==> config.mk <==
export PLATFORM = sky130hd
export DESIGN_NAME = dual_lfsr_ranged_random
export DESIGN_NICKNAME = d
export VERILOG_FILES = /design/src/sv/dlrr_pkg.sv /design/src/sv/dual_lfsr_ranged_random.sv /design/src/sv/dlrr_lfsr.sv /design/src/sv/dlrr_modulo.sv
export SDC_FILE = /design/constraint.sdc
export NUM_CORES = 1
export LEC_CHECK = 0
export BUFFER_PORTS_ARGS = -buffer_cell sky130_fd_sc_hd__buf_2
export CORE_UTILIZATION = 53
export CTS_BUF_LIST = sky130_fd_sc_hd__clkbuf_16
export DETAILED_ROUTE_END_ITERATION = 10
export GPL_TIMING_DRIVEN = 0
export HOLD_SLACK_MARGIN = 0.08
export PLACE_DENSITY = 0.68
export SYNTH_ARGS = -nofsm -noshare
export SYNTH_HDL_FRONTEND = slang
export SYNTH_SLANG_ARGS = --single-unit
export TNS_END_PERCENT = 10
==> constraint.sdc <==
create_clock -name clock -period 6.7 [get_ports clock]
set_input_delay 0.335 -clock clock [delete_from_list [all_inputs] [get_ports clock]]
set_output_delay 0.335 -clock clock [all_outputs]
set_load 0.05 [all_outputs]
==> src/sv/dlrr_pkg.sv <==
// ---------------------------------------------------------------------------
// dlrr_pkg
// Types, register indexes and constants of the dual LFSR random generator.
// ---------------------------------------------------------------------------
`timescale 1ns / 1ps
`default_nettype none

package dlrr_pkg;

   // Default number of random bits kept from the combined registers.
   localparam int KEEP_BITS_DEFAULT = 16;

   // Widths of the fixed fields.
   localparam int LFSR_W     = 32;
   localparam int CSR_DATA_W = 32;
   localparam int CSR_ADDR_W = 3;
   localparam int RANGE_W    = 16;
   localparam int SPAN_W     = 17;
   localparam int VALUE_W    = 17;
   localparam int REQ_DATA_W = 8;
   localparam int RSP_DATA_W = 24;

   // Register indexes of the configuration port.
   localparam logic [CSR_ADDR_W-1:0] CSR_SEED_LONG  = 3'd0;
   localparam logic [CSR_ADDR_W-1:0] CSR_SEED_SHORT = 3'd1;
   localparam logic [CSR_ADDR_W-1:0] CSR_MASK_LONG  = 3'd2;
   localparam logic [CSR_ADDR_W-1:0] CSR_MASK_SHORT = 3'd3;
   localparam logic [CSR_ADDR_W-1:0] CSR_RANGE_MIN  = 3'd4;
   localparam logic [CSR_ADDR_W-1:0] CSR_RANGE_MAX  = 3'd5;

   // Reset values of the configuration registers.
   localparam logic [LFSR_W-1:0]  MASK_LONG_RESET  = 32'hB4BC_D35C;
   localparam logic [LFSR_W-1:0]  MASK_SHORT_RESET = 32'h7A5B_C2E3;
   localparam logic [RANGE_W-1:0] RANGE_MIN_RESET  = 16'd0;
   localparam logic [RANGE_W-1:0] RANGE_MAX_RESET  = 16'd500;

   // Sequencer states of the top level.
   typedef enum logic [1:0] {
      ST_IDLE,
      ST_DIV,
      ST_ADD,
      ST_DONE
   } state_type;

   // Control from the top level to the LFSR pair.
   typedef struct packed {
      logic load_long;
      logic load_short;
      logic step;
   } lfsr_ctrl_type;

endpackage

`default_nettype wire

==> src/sv/dual_lfsr_ranged_random.sv <==
// Sequence: a draw with a usable range passes the remainder unit, the offset add
// and the output register; an unseeded draw goes straight to the output register,
// an inverted range skips the remainder. A new draw is taken only once the last
// result has entered the output register; the remainder unit takes one dividend bit per cycle.
// Reset: synchronous and active high; it clears both LFSRs, the seeded flag and
// the handshake state, and restores the tap masks and range bounds.
// ---------------------------------------------------------------------------
// dual_lfsr_ranged_random
// Ranged random draws from two combined Galois LFSRs.
// ---------------------------------------------------------------------------
`timescale 1ns / 1ps
`default_nettype none

module dual_lfsr_ranged_random #(
   parameter int KEEP_BITS = dlrr_pkg::KEEP_BITS_DEFAULT
) (
   input  wire logic                              clock,
   input  wire logic                              reset,
   // Draw requests
   input  wire logic                              req_tvalid,
   output logic                                   req_tready,
   input  wire logic [dlrr_pkg::REQ_DATA_W-1:0]   req_tdata,   // [0] draw
   // Results
   output logic                                   rsp_tvalid,
   input  wire logic                              rsp_tready,
   output logic      [dlrr_pkg::RSP_DATA_W-1:0]   rsp_tdata,   // [16:0] value
   // Configuration
   input  wire logic                              csr_we,
   input  wire logic [dlrr_pkg::CSR_ADDR_W-1:0]   csr_addr,
   input  wire logic [dlrr_pkg::CSR_DATA_W-1:0]   csr_wdata
);
   import dlrr_pkg::*;

   state_type          state_ff, state_in;
   logic [LFSR_W-1:0]  mask_long_ff, mask_short_ff;
   logic [RANGE_W-1:0] range_min_ff, range_max_ff;
   logic [VALUE_W-1:0] op_ff, op_in;
   logic               use_rem_ff, use_rem_in;
   logic [VALUE_W-1:0] res_ff, res_in;
   logic               rsp_valid_ff, rsp_valid_in;
   logic [VALUE_W-1:0] rsp_value_ff, rsp_value_in;

   lfsr_ctrl_type        lfsr_ctrl;
   logic [KEEP_BITS-1:0] v_next;
   logic [32:0]          v_wide;
   logic                 seeded;
   logic                 div_start, div_busy;
   logic [SPAN_W-1:0]    span, remainder;
   logic                 req_xfer, draw_xfer, inverted, rsp_load;

   // Configuration registers; seed writes go straight to the LFSRs.
   always_ff @(posedge clock) begin
      if (reset) begin
         mask_long_ff  <= MASK_LONG_RESET;
         mask_short_ff <= MASK_SHORT_RESET;
         range_min_ff  <= RANGE_MIN_RESET;
         range_max_ff  <= RANGE_MAX_RESET;
      end else if (csr_we) begin
         case (csr_addr)
            CSR_MASK_LONG:  mask_long_ff  <= csr_wdata;
            CSR_MASK_SHORT: mask_short_ff <= csr_wdata;
            CSR_RANGE_MIN:  range_min_ff  <= csr_wdata[RANGE_W-1:0];
            CSR_RANGE_MAX:  range_max_ff  <= csr_wdata[RANGE_W-1:0];
            default: ;
         endcase
      end
   end

   // Decode of the request transfer.
   always_comb begin
      req_tready           = (state_ff == ST_IDLE);
      req_xfer             = req_tvalid && req_tready;
      draw_xfer            = req_xfer && req_tdata[0];
      inverted             = (range_max_ff < range_min_ff);
      span                 = SPAN_W'(range_max_ff) - SPAN_W'(range_min_ff) + 1'b1;
      v_wide               = 33'(v_next);
      lfsr_ctrl.load_long  = csr_we && (csr_addr == CSR_SEED_LONG);
      lfsr_ctrl.load_short = csr_we && (csr_addr == CSR_SEED_SHORT);
      lfsr_ctrl.step       = draw_xfer && seeded;
      div_start            = draw_xfer && seeded && !inverted;
   end

   dlrr_lfsr #(
      .KEEP_BITS (KEEP_BITS)
   ) u_lfsr (
      .clock      (clock),
      .reset      (reset),
      .ctrl       (lfsr_ctrl),
      .seed       (csr_wdata),
      .mask_long  (mask_long_ff),
      .mask_short (mask_short_ff),
      .v_next     (v_next),
      .seeded     (seeded)
   );

   dlrr_modulo #(
      .KEEP_BITS (KEEP_BITS)
   ) u_modulo (
      .clock     (clock),
      .reset     (reset),
      .start     (div_start),
      .dividend  (v_next),
      .span      (span),
      .busy      (div_busy),
      .remainder (remainder)
   );

   // Sequencer: remainder and offset add where needed, then hand-over to the output register.
   always_comb begin
      state_in   = state_ff;
      op_in      = op_ff;
      use_rem_in = use_rem_ff;
      res_in     = res_ff;
      rsp_load   = 1'b0;
      case (state_ff)
         ST_IDLE: begin
            if (draw_xfer) begin
               op_in      = v_wide[VALUE_W-1:0];
               use_rem_in = !inverted;
               if (!seeded) begin
                  res_in   = '0;
                  state_in = ST_DONE;
               end else if (inverted) begin
                  state_in = ST_ADD;
               end else begin
                  state_in = ST_DIV;
               end
            end
         end
         ST_DIV: begin
            if (!div_busy) begin
               state_in = ST_ADD;
            end
         end
         ST_ADD: begin
            if (use_rem_ff) begin
               res_in = remainder + VALUE_W'(range_min_ff);
            end else begin
               res_in = op_ff + VALUE_W'(range_min_ff);
            end
            state_in = ST_DONE;
         end
         ST_DONE: begin
            if (!rsp_valid_ff || rsp_tready) begin
               rsp_load = 1'b1;
               state_in = ST_IDLE;
            end
         end
         default: begin
            state_in = ST_IDLE;
         end
      endcase
   end

   always_ff @(posedge clock) begin
      if (reset) begin
         state_ff <= ST_IDLE;
      end else begin
         state_ff <= state_in;
      end
   end

   always_ff @(posedge clock) begin
      op_ff      <= op_in;
      use_rem_ff <= use_rem_in;
      res_ff     <= res_in;
   end

   // Output register: a finished result waits here for its transfer.
   always_comb begin
      rsp_value_in = rsp_value_ff;
      rsp_valid_in = rsp_valid_ff && !rsp_tready;
      if (rsp_load) begin
         rsp_value_in = res_ff;
         rsp_valid_in = 1'b1;
      end
   end

   always_ff @(posedge clock) begin
      if (reset) begin
         rsp_valid_ff <= 1'b0;
      end else begin
         rsp_valid_ff <= rsp_valid_in;
      end
   end

   always_ff @(posedge clock) begin
      rsp_value_ff <= rsp_value_in;
   end

   assign rsp_tvalid = rsp_valid_ff;
   assign rsp_tdata  = RSP_DATA_W'(rsp_value_ff);

endmodule

`default_nettype wire

==> src/sv/dlrr_lfsr.sv <==
// ---------------------------------------------------------------------------
// dlrr_lfsr
// Long and short Galois LFSRs with seed loading, seeded flag and draw value.
// ---------------------------------------------------------------------------
`timescale 1ns / 1ps
`default_nettype none

module dlrr_lfsr #(
   parameter int KEEP_BITS = dlrr_pkg::KEEP_BITS_DEFAULT
) (
   input  wire logic                          clock,
   input  wire logic                          reset,
   input  wire dlrr_pkg::lfsr_ctrl_type       ctrl,
   input  wire logic [dlrr_pkg::LFSR_W-1:0]   seed,
   input  wire logic [dlrr_pkg::LFSR_W-1:0]   mask_long,
   input  wire logic [dlrr_pkg::LFSR_W-1:0]   mask_short,
   output logic      [KEEP_BITS-1:0]          v_next,
   output logic                               seeded
);
   import dlrr_pkg::*;

   logic [LFSR_W-1:0] long_ff, long_in;
   logic [LFSR_W-1:0] short_ff, short_in;
   logic [LFSR_W-1:0] long_step, short_step, combined;
   logic              seeded_ff, seeded_in;

   // One right shift; the taps are folded in when a one drops out.
   function automatic logic [LFSR_W-1:0] galois_shift(input logic [LFSR_W-1:0] r,
                                                       input logic [LFSR_W-1:0] taps);
      logic [LFSR_W-1:0] s;
      s = r >> 1;
      if (r[0]) begin
         s = s ^ taps;
      end
      return s;
   endfunction

   // The long register advances twice per draw, the short one once.
   always_comb begin
      long_step  = galois_shift(galois_shift(long_ff, mask_long), mask_long);
      short_step = galois_shift(short_ff, mask_short);
      combined   = long_step ^ short_step;
      v_next     = combined[KEEP_BITS-1:0];
   end

   // Seed loads take priority over a draw step.
   always_comb begin
      long_in   = long_ff;
      short_in  = short_ff;
      seeded_in = seeded_ff;
      if (ctrl.load_long) begin
         long_in   = seed;
         seeded_in = 1'b1;
      end else if (ctrl.step) begin
         long_in = long_step;
      end
      if (ctrl.load_short) begin
         short_in  = seed;
         seeded_in = 1'b1;
      end else if (ctrl.step) begin
         short_in = short_step;
      end
   end

   always_ff @(posedge clock) begin
      if (reset) begin
         long_ff   <= '0;
         short_ff  <= '0;
         seeded_ff <= 1'b0;
      end else begin
         long_ff   <= long_in;
         short_ff  <= short_in;
         seeded_ff <= seeded_in;
      end
   end

   assign seeded = seeded_ff;

endmodule

`default_nettype wire

==> src/sv/dlrr_modulo.sv <==
// ---------------------------------------------------------------------------
// dlrr_modulo
// Bit-serial restoring remainder: one dividend bit enters per cycle.
// ---------------------------------------------------------------------------
`timescale 1ns / 1ps
`default_nettype none

module dlrr_modulo #(
   parameter int KEEP_BITS = dlrr_pkg::KEEP_BITS_DEFAULT
) (
   input  wire logic                          clock,
   input  wire logic                          reset,
   input  wire logic                          start,
   input  wire logic [KEEP_BITS-1:0]          dividend,
   input  wire logic [dlrr_pkg::SPAN_W-1:0]   span,
   output logic                               busy,
   output logic      [dlrr_pkg::SPAN_W-1:0]   remainder
);
   import dlrr_pkg::*;

   localparam int CNT_W = $clog2(KEEP_BITS + 1);

   logic [KEEP_BITS-1:0] dividend_ff, dividend_in;
   logic [SPAN_W-1:0]    span_ff, span_in;
   logic [SPAN_W-1:0]    rem_ff, rem_in;
   logic [CNT_W-1:0]     count_ff, count_in;
   logic [SPAN_W:0]      rem_shift, rem_diff;

   // Shift the next dividend bit into the partial remainder and subtract
   // the span when it fits.
   always_comb begin
      rem_shift   = {rem_ff, dividend_ff[KEEP_BITS-1]};
      rem_diff    = rem_shift - {1'b0, span_ff};
      dividend_in = dividend_ff;
      span_in     = span_ff;
      rem_in      = rem_ff;
      count_in    = count_ff;
      if (start) begin
         dividend_in = dividend;
         span_in     = span;
         rem_in      = '0;
         count_in    = CNT_W'(KEEP_BITS);
      end else if (count_ff != '0) begin
         dividend_in = dividend_ff << 1;
         if (rem_shift >= {1'b0, span_ff}) begin
            rem_in = rem_diff[SPAN_W-1:0];
         end else begin
            rem_in = rem_shift[SPAN_W-1:0];
         end
         count_in = count_ff - 1'b1;
      end
   end

   always_ff @(posedge clock) begin
      if (reset) begin
         count_ff <= '0;
      end else begin
         count_ff <= count_in;
      end
   end

   always_ff @(posedge clock) begin
      dividend_ff <= dividend_in;
      span_ff     <= span_in;
      rem_ff      <= rem_in;
   end

   assign busy      = (count_ff != '0);
   assign remainder = rem_ff;

endmodule

`default_nettype wire

==> flow_summary.yaml, run 1 <==
timing:
  period_share_pct: 57.93
  slew-limit-headroom_pct: 15.19
  fmax_mhz: 257.7
  tns_ns: 0
  hold_viol_final: 0
  drv_slew: 0
  rsz0062_at_grt: "false"
  final.min_clock_period_ns: 3.881
  setup_viol: 0
  worst_pin_slew_ns: 1.270
  fin_skew_ns: 0.01166
route:
  via_per_inst: 5.746
  met3WireLength_um: 2175
  dr.pass1.iters: 5
  drtAntennaViolNets: 0
  wl_met2_um: 19070
  topRoutingLayerUsed: "met5"
  post-route-drc-count: 0
  num_vias: 12420
  wl_um: 39800
  wire_per_inst_um: 18.41
  drt_iter0_drc: 870
  wl_met1_um: 17360
floorplanning:
  core_mm2: 0.02703
  die_w_um: 168.1
  dieArea_mm2: 0.02826
  die_h_um: 168.1
  start_util_pct: 54.12
  ios: 74
  row_count: 60
yosys:
  synthCells: 1696
  synth_area_leaders: "dfxtp_1, edfxtp_1, nand2_1"
  synth_top_area_share_pct: 25.46
  ys_types: 70
  netlist_area_mm2: 0.01463
  async_reset_ff_share_pct: 0
  synth_ff_type: "dfxtp_1"
  synth_warnings: 0
  synth_seq_area_share_pct: 42.71
  yosysTopAreaCell: "dfxtp_1"
  synth_edf_count: 84
  synth_seq_cells: 270
  syn_avg_cell_area_um2: 8.623
setup_path:
  required_ns: 6.98
  arrival_ns: 4.17
  path_class: "register to register"
  r2r_start: "use_rem_ff"
  cpMaxStageDelayCell: "clkbuf_1"
  path_max_fanout: 10
  startpoint_type: "register"
  slowest_delay_ns: 0.48
  path_cells: "clkbuf_1 -> clkbuf_1 -> mux2_2 -> ha_1 -> fa_1 -> a211oi_1 -> o21bai_1 -> a21oi_1 -> a21oi_1 -> o41ai_1 -> xor2_1 -> nor2_1"
  endpoint_kind: "register"
  crit_start: "use_rem_ff"
clock_network:
  numCtsBuffers: 30
  clk_pin_slew_worst_paths_ns: 0.06
  clkLatencyLatePin_ns: 0.56
  cts-root-buf: "clkbuf_16"
  cts.sinks: 270
  post_cts.repair.setup_buffers: 0
  hold_buffers: 4
  clockBufferDepth: 3
  cts_tree: "built"
  cts_resized: 0
  h-tree-depth: 1
placed_design:
  gp_congestion: 0.9385
  dpl_cell_area_mm2: 0.01537
  hpwl_um: 29930
  dp.cells: 2102
  port_buffers: 59
finish:
  final_common_cell: "nand2_1"
  layout.cells.non_filler: 2162
  nets: 1928
  final_util_pct: 60.50
  fin_area_mm2: 0.01635
  drive_above_1_share_pct: 9.885
  num_antenna_cells: 0
  most-common-layout-cells: "nand2_1, dfxtp_1, nor2_1"
  syn_to_final_growth_pct: 11.79
power:
  switching_share_pct: 34.64
  p_comb_share_pct: 32.4
  ir_drop_mv: 0.2417
  power.density_mw_per_mm2: 335.9
  pwr-share-clk_pct: 28.2
  p_seq_share_pct: 39.4
  p_leak_nw: 6.343
  intPower_mw: 3.589
  p_sw_mw: 1.902
global_route:
  grt_overflow_total: 0
  grt_antenna_before_repair: 1
  grt_max_degree: 27
  globalRouteTotalUtil_pct: 28.24
  grt_pass1_wl_um: 62780
  grt_pass1_vias: 11710
min_path:
  hold_path_class: "input port to register"
  min_from: "csr_wdata[28]"
run_status:
  status: "completed"
job:
  drv_cap: 0
## per-stage QoR
step | total power, mW | setup WS, ns | hold slack [ns]
floorplan | 3.498 | 3.353 | 0.4003
global placement | 3.913 | 2.940 | 0.4013
detailed placement | 3.951 | 2.870 | 0.4045
CTS | 5.482 | 2.850 | 0.08110
global route | 5.769 | 2.569 | 0.08350
finish | 5.491 | 2.819 | 0.07986
## synth_stat cells (4+ instances only)
library cell and n:
nor3_1 13, clkbuf_1 66, a21oi_1 132, mux2_2 32
mux2i_1 8, a211o_1 7, nor2b_1 9, a31oi_1 7
nand3b_1 4, nand2_1 359, a211oi_2 4, nor2_1 156
and2_1 5, fa_1 10, buf_2 9, buf_1 12
or2_2 5, xnor2_1 63, edfxtp_1 84, xor2_1 80
buf_6 4, and3_1 5, ha_1 72, o21bai_1 6
nand2b_1 10, a21o_1 11, o211ai_1 40, inv_1 72
o221ai_1 4, o21ai_0 55, nand3_1 56, a211oi_1 41
nand4_1 4, buf_4 8, dfxtp_1 186
## routing by layer
layer	global-route usage, %	vias up
met2	48.84	391
met3	3.173	87
met4	8.498	2
li1	-	5975
met1	37.19	5968
met5	0	-
## worst max-delay path: cells and delay by family, from the launching register on
kind            cells  cell delay, ns
compound gates      5            1.14
buf+inv             2            0.85
fa+ha+maj           2            0.64
mux                 1            0.40
flops               1            0.32
xor+xnor            1            0.20
simple gates        1            0.06
## power groups by stage
stage / Combinational (mW) / Clock [mW] / Sequential, mW
finish: 1.78 / 1.55 / 2.16
global route: 1.97 / 1.62 / 2.18
CTS: 1.76 / 1.55 / 2.17
detailed placement: 1.75 / 0 / 2.20
global placement: 1.72 / 0 / 2.19
floorplan: 1.35 / 0 / 2.15
## area by class of cell
class	instances	area [um^2]
timing repair buffer	64	345.3
inverter	74	277.8
tap	341	426.7
multi-input combinational	1259	7687
fill	2402	10680
clock buffer	33	825.8
buffer	99	442.9
clock inverter	22	97.59
sequential	270	6246
## cell families (layout without fill, tap and decap cells)
logic type	count (synthesis)	in the layout	synth area share (%)
muxes	40	40	3.011
adders and majority gates	82	82	7.528
and+or+nand+nor	643	643	18.36
DFF	270	270	42.71
other	1	7	0.02564
xor gates and xnor gates	143	143	8.564
buffers and inverters	173	292	4.928
AOI/OAI and AO/OA	344	344	14.88
## state kept, by name, indices dropped and copies added, names as in the netlist
name,count
u_modulo.remainder,17
u_lfsr.seeded,1
res_ff,17
u_modulo.dividend_ff,16
u_modulo.count_ff,5
mask_long_ff,32
u_lfsr.long_ff,32
range_max_ff,16
use_rem_ff,1
mask_short_ff,32
op_ff,16
rsp_value_ff,17
range_min_ff,16
u_lfsr.short_ff,32
u_modulo.span_ff,17
rsp_tvalid,1
state_ff,2
## final timing paths
kind                      endpoint  slack, ns  cells after the start
setup / recovery        res_ff[14]       2.82                     12
hold / removal    mask_long_ff[28]       0.08                      3
setup reg to reg        res_ff[14]       2.82                     12
hold reg to reg    rsp_value_ff[9]       0.42                      0
(Power assumes the default switching activity.)
==> inputs of run 2 (changes only) <==
==> constraint.sdc (replaced) <==
create_clock -name clock -period 3.7 [get_ports clock]
set_input_delay 0.185 -clock clock [delete_from_list [all_inputs] [get_ports clock]]
set_output_delay 0.185 -clock clock [all_outputs]
set_load 0.05 [all_outputs]
==> run 2 against run 1 <==
Maximum frequency up 12%; sequential share of layout area down 0.71 points; first-iteration DRC count increased by 8.2%; combinational power rose by 83%; non-clock buffer count is 28 higher; critical path depth fell by 1; cell area is 1.9% higher; sequential cell count unchanged; critical path type unchanged; routed wire length is 0.55% higher; global-route usage rose by 0.18 points; core utilization increased by 1.1 points.
==> flow_summary.yaml, run 2 (synthesis results as in run 1) <==
clock_network:
  cts-root-buf: "clkbuf_16"
  cts.sinks: 270
  post_cts.repair.setup_buffers: 0
  clk_pin_slew_worst_paths_ns: 0.06
  clockBufferDepth: 3
  numCtsBuffers: 30
  h-tree-depth: 1
  clkLatencyLatePin_ns: 0.56
  cts_tree: "built"
finish:
  syn_to_final_growth_pct: 13.89
  num_antenna_cells: 0
  fin_area_mm2: 0.01666
  nets: 1956
  drive_above_1_share_pct: 9.951
  nFillCells: 2363
  multiInputGateArea_mm2: 0.007701
  final_common_cell: "nand2_1"
  seq_area_mm2: 0.006246
  most-common-layout-cells: "nand2_1, dfxtp_1, nor2_1"
setup_path:
  cpMaxStageDelayCell: "edfxtp_1"
  path_class: "register to register"
  cp_top_family: "compound AO/OA/AOI/OAI gates"
  startpoint_type: "register"
  arrival_ns: 3.75
  worst-path-buf-inv: 1
  path_max_fanout: 10
  required_ns: 3.98
  path_common_cell: "a21oi_1"
  endpoint_kind: "register"
  slowest_delay_ns: 0.56
  path_cells: "clkbuf_4 -> mux2_2 -> ha_1 -> fa_1 -> a211oi_1 -> o21bai_1 -> a21oi_1 -> a21oi_1 -> o41ai_2 -> xor2_1 -> nor2_1"
timing:
  slew-limit-headroom_pct: 15.03
  layout_setup_ws_ns: 0.2277
  final.min_clock_period_ns: 3.472
  holdWs_ns: 0.1281
  rsz0062_at_grt: "false"
  drv_slew: 0
  fin_skew_ns: 0.01326
  setup_viol: 0
  hold_viol_final: 0
  worst_pin_slew_ns: 1.272
  period_share_pct: 93.85
  fmax_mhz: 288.0
placed_design:
  gp_congestion: 0.9385
  hpwl_um: 29930
  port_buffers: 59
  preCtsSetupSlack_ns: -0.1300
  dpl_cell_area_mm2: 0.01537
floorplanning:
  die_w_um: 168.1
  ios: 74
  core_mm2: 0.02703
  dieArea_mm2: 0.02826
  row_count: 60
  die_h_um: 168.1
  start_util_pct: 54.12
global_route:
  globalRouteTotalUtil_pct: 28.42
  grt_pass1_wl_um: 63290
  grt_antenna_before_repair: 0
  grt_pass1_vias: 11860
  grt_max_degree: 27
  grt_overflow_total: 0
route:
  dr.pass1.iters: 5
  drtAntennaViolNets: 0
  post-route-drc-count: 0
  drt_iter0_drc: 941
  wl_um: 40020
  via_per_inst: 5.712
  wire_per_inst_um: 18.27
  num_vias: 12510
power:
  pwr-share-clk_pct: 28.1
  p_seq_share_pct: 39.3
  ir_drop_mv: 0.4474
  p_sw_mw: 3.454
  intPower_mw: 6.522
  finalPower_mw: 9.976
  p_comb_share_pct: 32.5
  p_leak_nw: 6.466
  switching_share_pct: 34.63
  power.density_mw_per_mm2: 598.9
min_path:
  hold_path_class: "input port to register"
job:
  drv_cap: 0
run_status:
  status: "completed"
[run 2: final timing paths]
path / from / end / slack [ns] / cells after the start
worst max-delay path: use_rem_ff / res_ff[14] / 0.23 / 11
worst min-delay path: csr_addr[2] / range_min_ff[2] / 0.13 / 5
worst max register to register: use_rem_ff / res_ff[14] / 0.23 / 11
worst min register to register: res_ff[5] / rsp_value_ff[5] / 0.42 / 0
[run 2: timing repair]
| item | 4_1_cts | 5_1_grt |
|---|---|---|
| endpoints found under the hold margin | 161 | 0 |
| gates cloned | 0 | 0 |
| endpoints found under the setup margin | 1 | 47 |
| hold buffers | 34 | 0 |
| gates resized for setup | 1 | 5 |
| pin swaps | 0 | 0 |
[run 2: worst reg2reg max path, delay by kind of cell, from the launching register on]
| family | cells | cell delay, ns |
|---|---|---|
| buffers and inverters | 1 | 0.31 |
| and+or+nand+nor | 1 | 0.06 |
| AOI/OAI and AO/OA | 5 | 1.09 |
| xor gates and xnor gates | 1 | 0.19 |
| DFF | 1 | 0.56 |
| muxes | 1 | 0.36 |
| adders and majority gates | 2 | 0.64 |
[run 2: metal layers]
metal  global-route usage (%)  share of wire, %
met1                    37.23                44
met2                    49.29                48
met3                    3.056               5.2
met4                    8.972               3.0
met5                        0                 0
[run 2: metrics by stage]
step           util (%)  setup TNS, ns  std cells
3_3_place_gp      56.87       -0.06025       2102
4_1_cts           61.55              0       2191
3_5_place_dp      56.87        -0.1300       2102
2_1_floorplan         -              0       1702
6_report          61.63              0       2190
5_1_grt           61.63              0       2190
[run 2: cell type report]
| class | count | area share [%] |
|---|---|---|
| inverters | 74 | 1.690 |
| flip-flops and latches | 270 | 37.50 |
| well taps | 341 | 2.561 |
| repair buffers | 93 | 3.816 |
| clock inverters | 22 | 0.5859 |
| plain buffers | 98 | 2.659 |
| multi-input cells | 1259 | 46.23 |
| clock buffers | 33 | 4.958 |
[run 2: power groups by stage]
stage / Sequential [mW] / Combinational, mW / Clock (mW)
detailed placement: 3.98 / 3.17 / 0
floorplan: 3.88 / 2.45 / 0
global placement: 3.97 / 3.11 / 0
finish: 3.92 / 3.25 / 2.81
CTS: 3.92 / 3.22 / 2.81
global route: 3.95 / 3.59 / 2.93
==> inputs of run 3 (changes only) <==
--- a/config.mk
+++ b/config.mk
@@ -11,7 +11,7 @@
 export DETAILED_ROUTE_END_ITERATION = 10
 export GPL_TIMING_DRIVEN = 0
 export HOLD_SLACK_MARGIN = 0.08
-export PLACE_DENSITY = 0.68
+export PLACE_DENSITY = 0.7
 export SYNTH_ARGS = -nofsm -noshare
 export SYNTH_HDL_FRONTEND = slang
 export SYNTH_SLANG_ARGS = --single-unit
==> constraint.sdc (replaced) <==
create_clock -name clock -period 3.1 [get_ports clock]
set_input_delay 0.155 -clock clock [delete_from_list [all_inputs] [get_ports clock]]
set_output_delay 0.155 -clock clock [all_outputs]
set_load 0.05 [all_outputs]
==> run 3 against run 2 <==
Register-to-register slack worse by 0.19 ns; non-clock buffer count is 14 higher; cell count grew 0.68%; sequential share of layout area fell by 0.62 points; global-route usage is 0.27 points lower; combinational power is 23% higher; core utilization is 1.0 points higher; sequential cell count unchanged; clock power increased by 27%; critical path depth grew 1; die area is the same; critical path type unchanged.
==> flow_summary.yaml, run 3 (synthesis results as in run 1) <==
run_status:
  status: "completed"
global_route:
  grt_util_met3_pct: 2.962
  grt_antenna_before_repair: 1
  grt_overflow_total: 0
  grt.met2_usage_pct: 48.57
  grt_max_degree: 27
  gr-usage-met1_pct: 37.67
  globalRouteTotalUtil_pct: 28.15
  grt_pass1_wl_um: 62760
  busiest_layer: "met2"
  grt_pass1_vias: 11510
setup_path:
  r2r_cells: 12
  cp_top_family: "compound AO/OA/AOI/OAI gates"
  required_ns: 3.38
  arrival_ns: 3.35
  startpoint_type: "register"
  endpoint_kind: "register"
  r2r_setup_slack_ns: 0.04
  worst-path-stages: 12
  path_max_fanout: 10
  slowest_delay_ns: 0.39
  worst-path-buf-inv: 2
  cpMaxStageDelayCell: "o41ai_2"
  path_cells: "buf_6 -> buf_8 -> mux2_4 -> ha_4 -> fa_2 -> a211oi_2 -> o21bai_2 -> a21oi_2 -> a21oi_2 -> o41ai_2 -> xor2_1 -> nor2_1"
  path_common_cell: "a21oi_2"
  path_class: "register to register"
placed_design:
  dp.cells: 2102
  gp_congestion: 0.9315
  hpwl_um: 29590
  port_buffers: 59
  preCtsSetupSlack_ns: -0.3712
timing:
  slew-limit-headroom_pct: 17.17
  setup_viol: 0
  holdWs_ns: 0.1033
  period_share_pct: 98.80
  fin_skew_ns: 0.01837
  hold_viol_final: 0
  fmax_mhz: 326.5
  tns_ns: 0
  drv_slew: 0
  rsz0062_at_grt: "true"
  layout_setup_ws_ns: 0.03719
  final.min_clock_period_ns: 3.063
  worst_pin_slew_ns: 1.240
route:
  num_vias: 12550
  via_per_inst: 5.690
  drtAntennaViolNets: 0
  wl_um: 39970
  drt_iter0_drc: 974
  post-route-drc-count: 0
  wire_per_inst_um: 18.12
  dr.pass1.iters: 5
finish:
  final_common_cell: "nand2_1"
  drive_above_1_share_pct: 11.43
  nets: 1970
  num_antenna_cells: 0
  layout.cells.non_filler: 2205
  syn_to_final_growth_pct: 15.82
  most-common-layout-cells: "nand2_1, dfxtp_1, nor2_1"
clock_network:
  h-tree-depth: 1
  numCtsBuffers: 30
  clk_pin_slew_worst_paths_ns: 0.06
  cts_tree: "built"
  cts.sinks: 270
  clockBufferDepth: 3
  clkLatencyLatePin_ns: 0.56
  cts-root-buf: "clkbuf_16"
power:
  p_leak_nw: 6.594
  power.density_mw_per_mm2: 721.8
  ir_drop_mv: 0.4176
floorplanning:
  row_count: 60
  dieArea_mm2: 0.02826
  die_w_um: 168.1
  ios: 74
  core_mm2: 0.02703
  die_h_um: 168.1
  start_util_pct: 54.12
min_path:
  hold_path_depth: 3
  hold_path_class: "input port to register"
job:
  drv_cap: 0
run 3: cell type report:
type                       count  area (um^2)
timing repair buffer         106        743.2
buffer                        99        469.2
multi-input combinational   1259         7784
tap                          341        426.7
clock inverter                24        186.4
clock buffer                  32        800.8
inverter                      74        281.5
fill                        2298        10090
sequential                   270         6247
run 3: through the flow:
step	utilization [%]	total power, mW	instance area (um^2)
2_1_floorplan	-	7.561	14650
3_3_place_gp	56.89	8.466	15370
3_5_place_dp	56.89	8.544	15370
4_1_cts	62.12	12.16	16790
5_1_grt	62.68	12.83	16940
6_report	62.68	12.23	16940
run 3: power by group:
part / switching (mW) / internal, mW / total, mW
clock: 1.46 / 2.10 / 3.57
sequential: 0.378 / 4.30 / 4.67
combinational: 2.34 / 1.64 / 3.99
run 3: worst min-delay path: cells and delay by family:
kind,cells,cell delay [ns]
buffers and inverters,2,0.31
AO/OA/AOI/OAI,1,0.13
run 3: final timing paths:
check	from	to
setup / recovery	use_rem_ff	res_ff[14]
setup reg to reg	use_rem_ff	res_ff[14]
hold reg to reg	res_ff[9]	rsp_value_ff[9]
hold / removal	reset	range_max_ff[5]
run 3: repair_timing:
| item | CTS | global route |
|---|---|---|
| hold buffers | 38 | 0 |
| pin swaps | 0 | 8 |
| setup endpoints to repair | 99 | 115 |
| setup buffers | 0 | 9 |
| resized for setup | 13 | 21 |
| endpoints found under the hold margin | 162 | 0 |
run 3: per-layer routing:
layer / wire length (um) / up-vias
met5: 0 / -
met2: 19240 / 423
met3: 2246 / 83
met1: 17420 / 5983
met4: 1052 / 0
li1: - / 6058
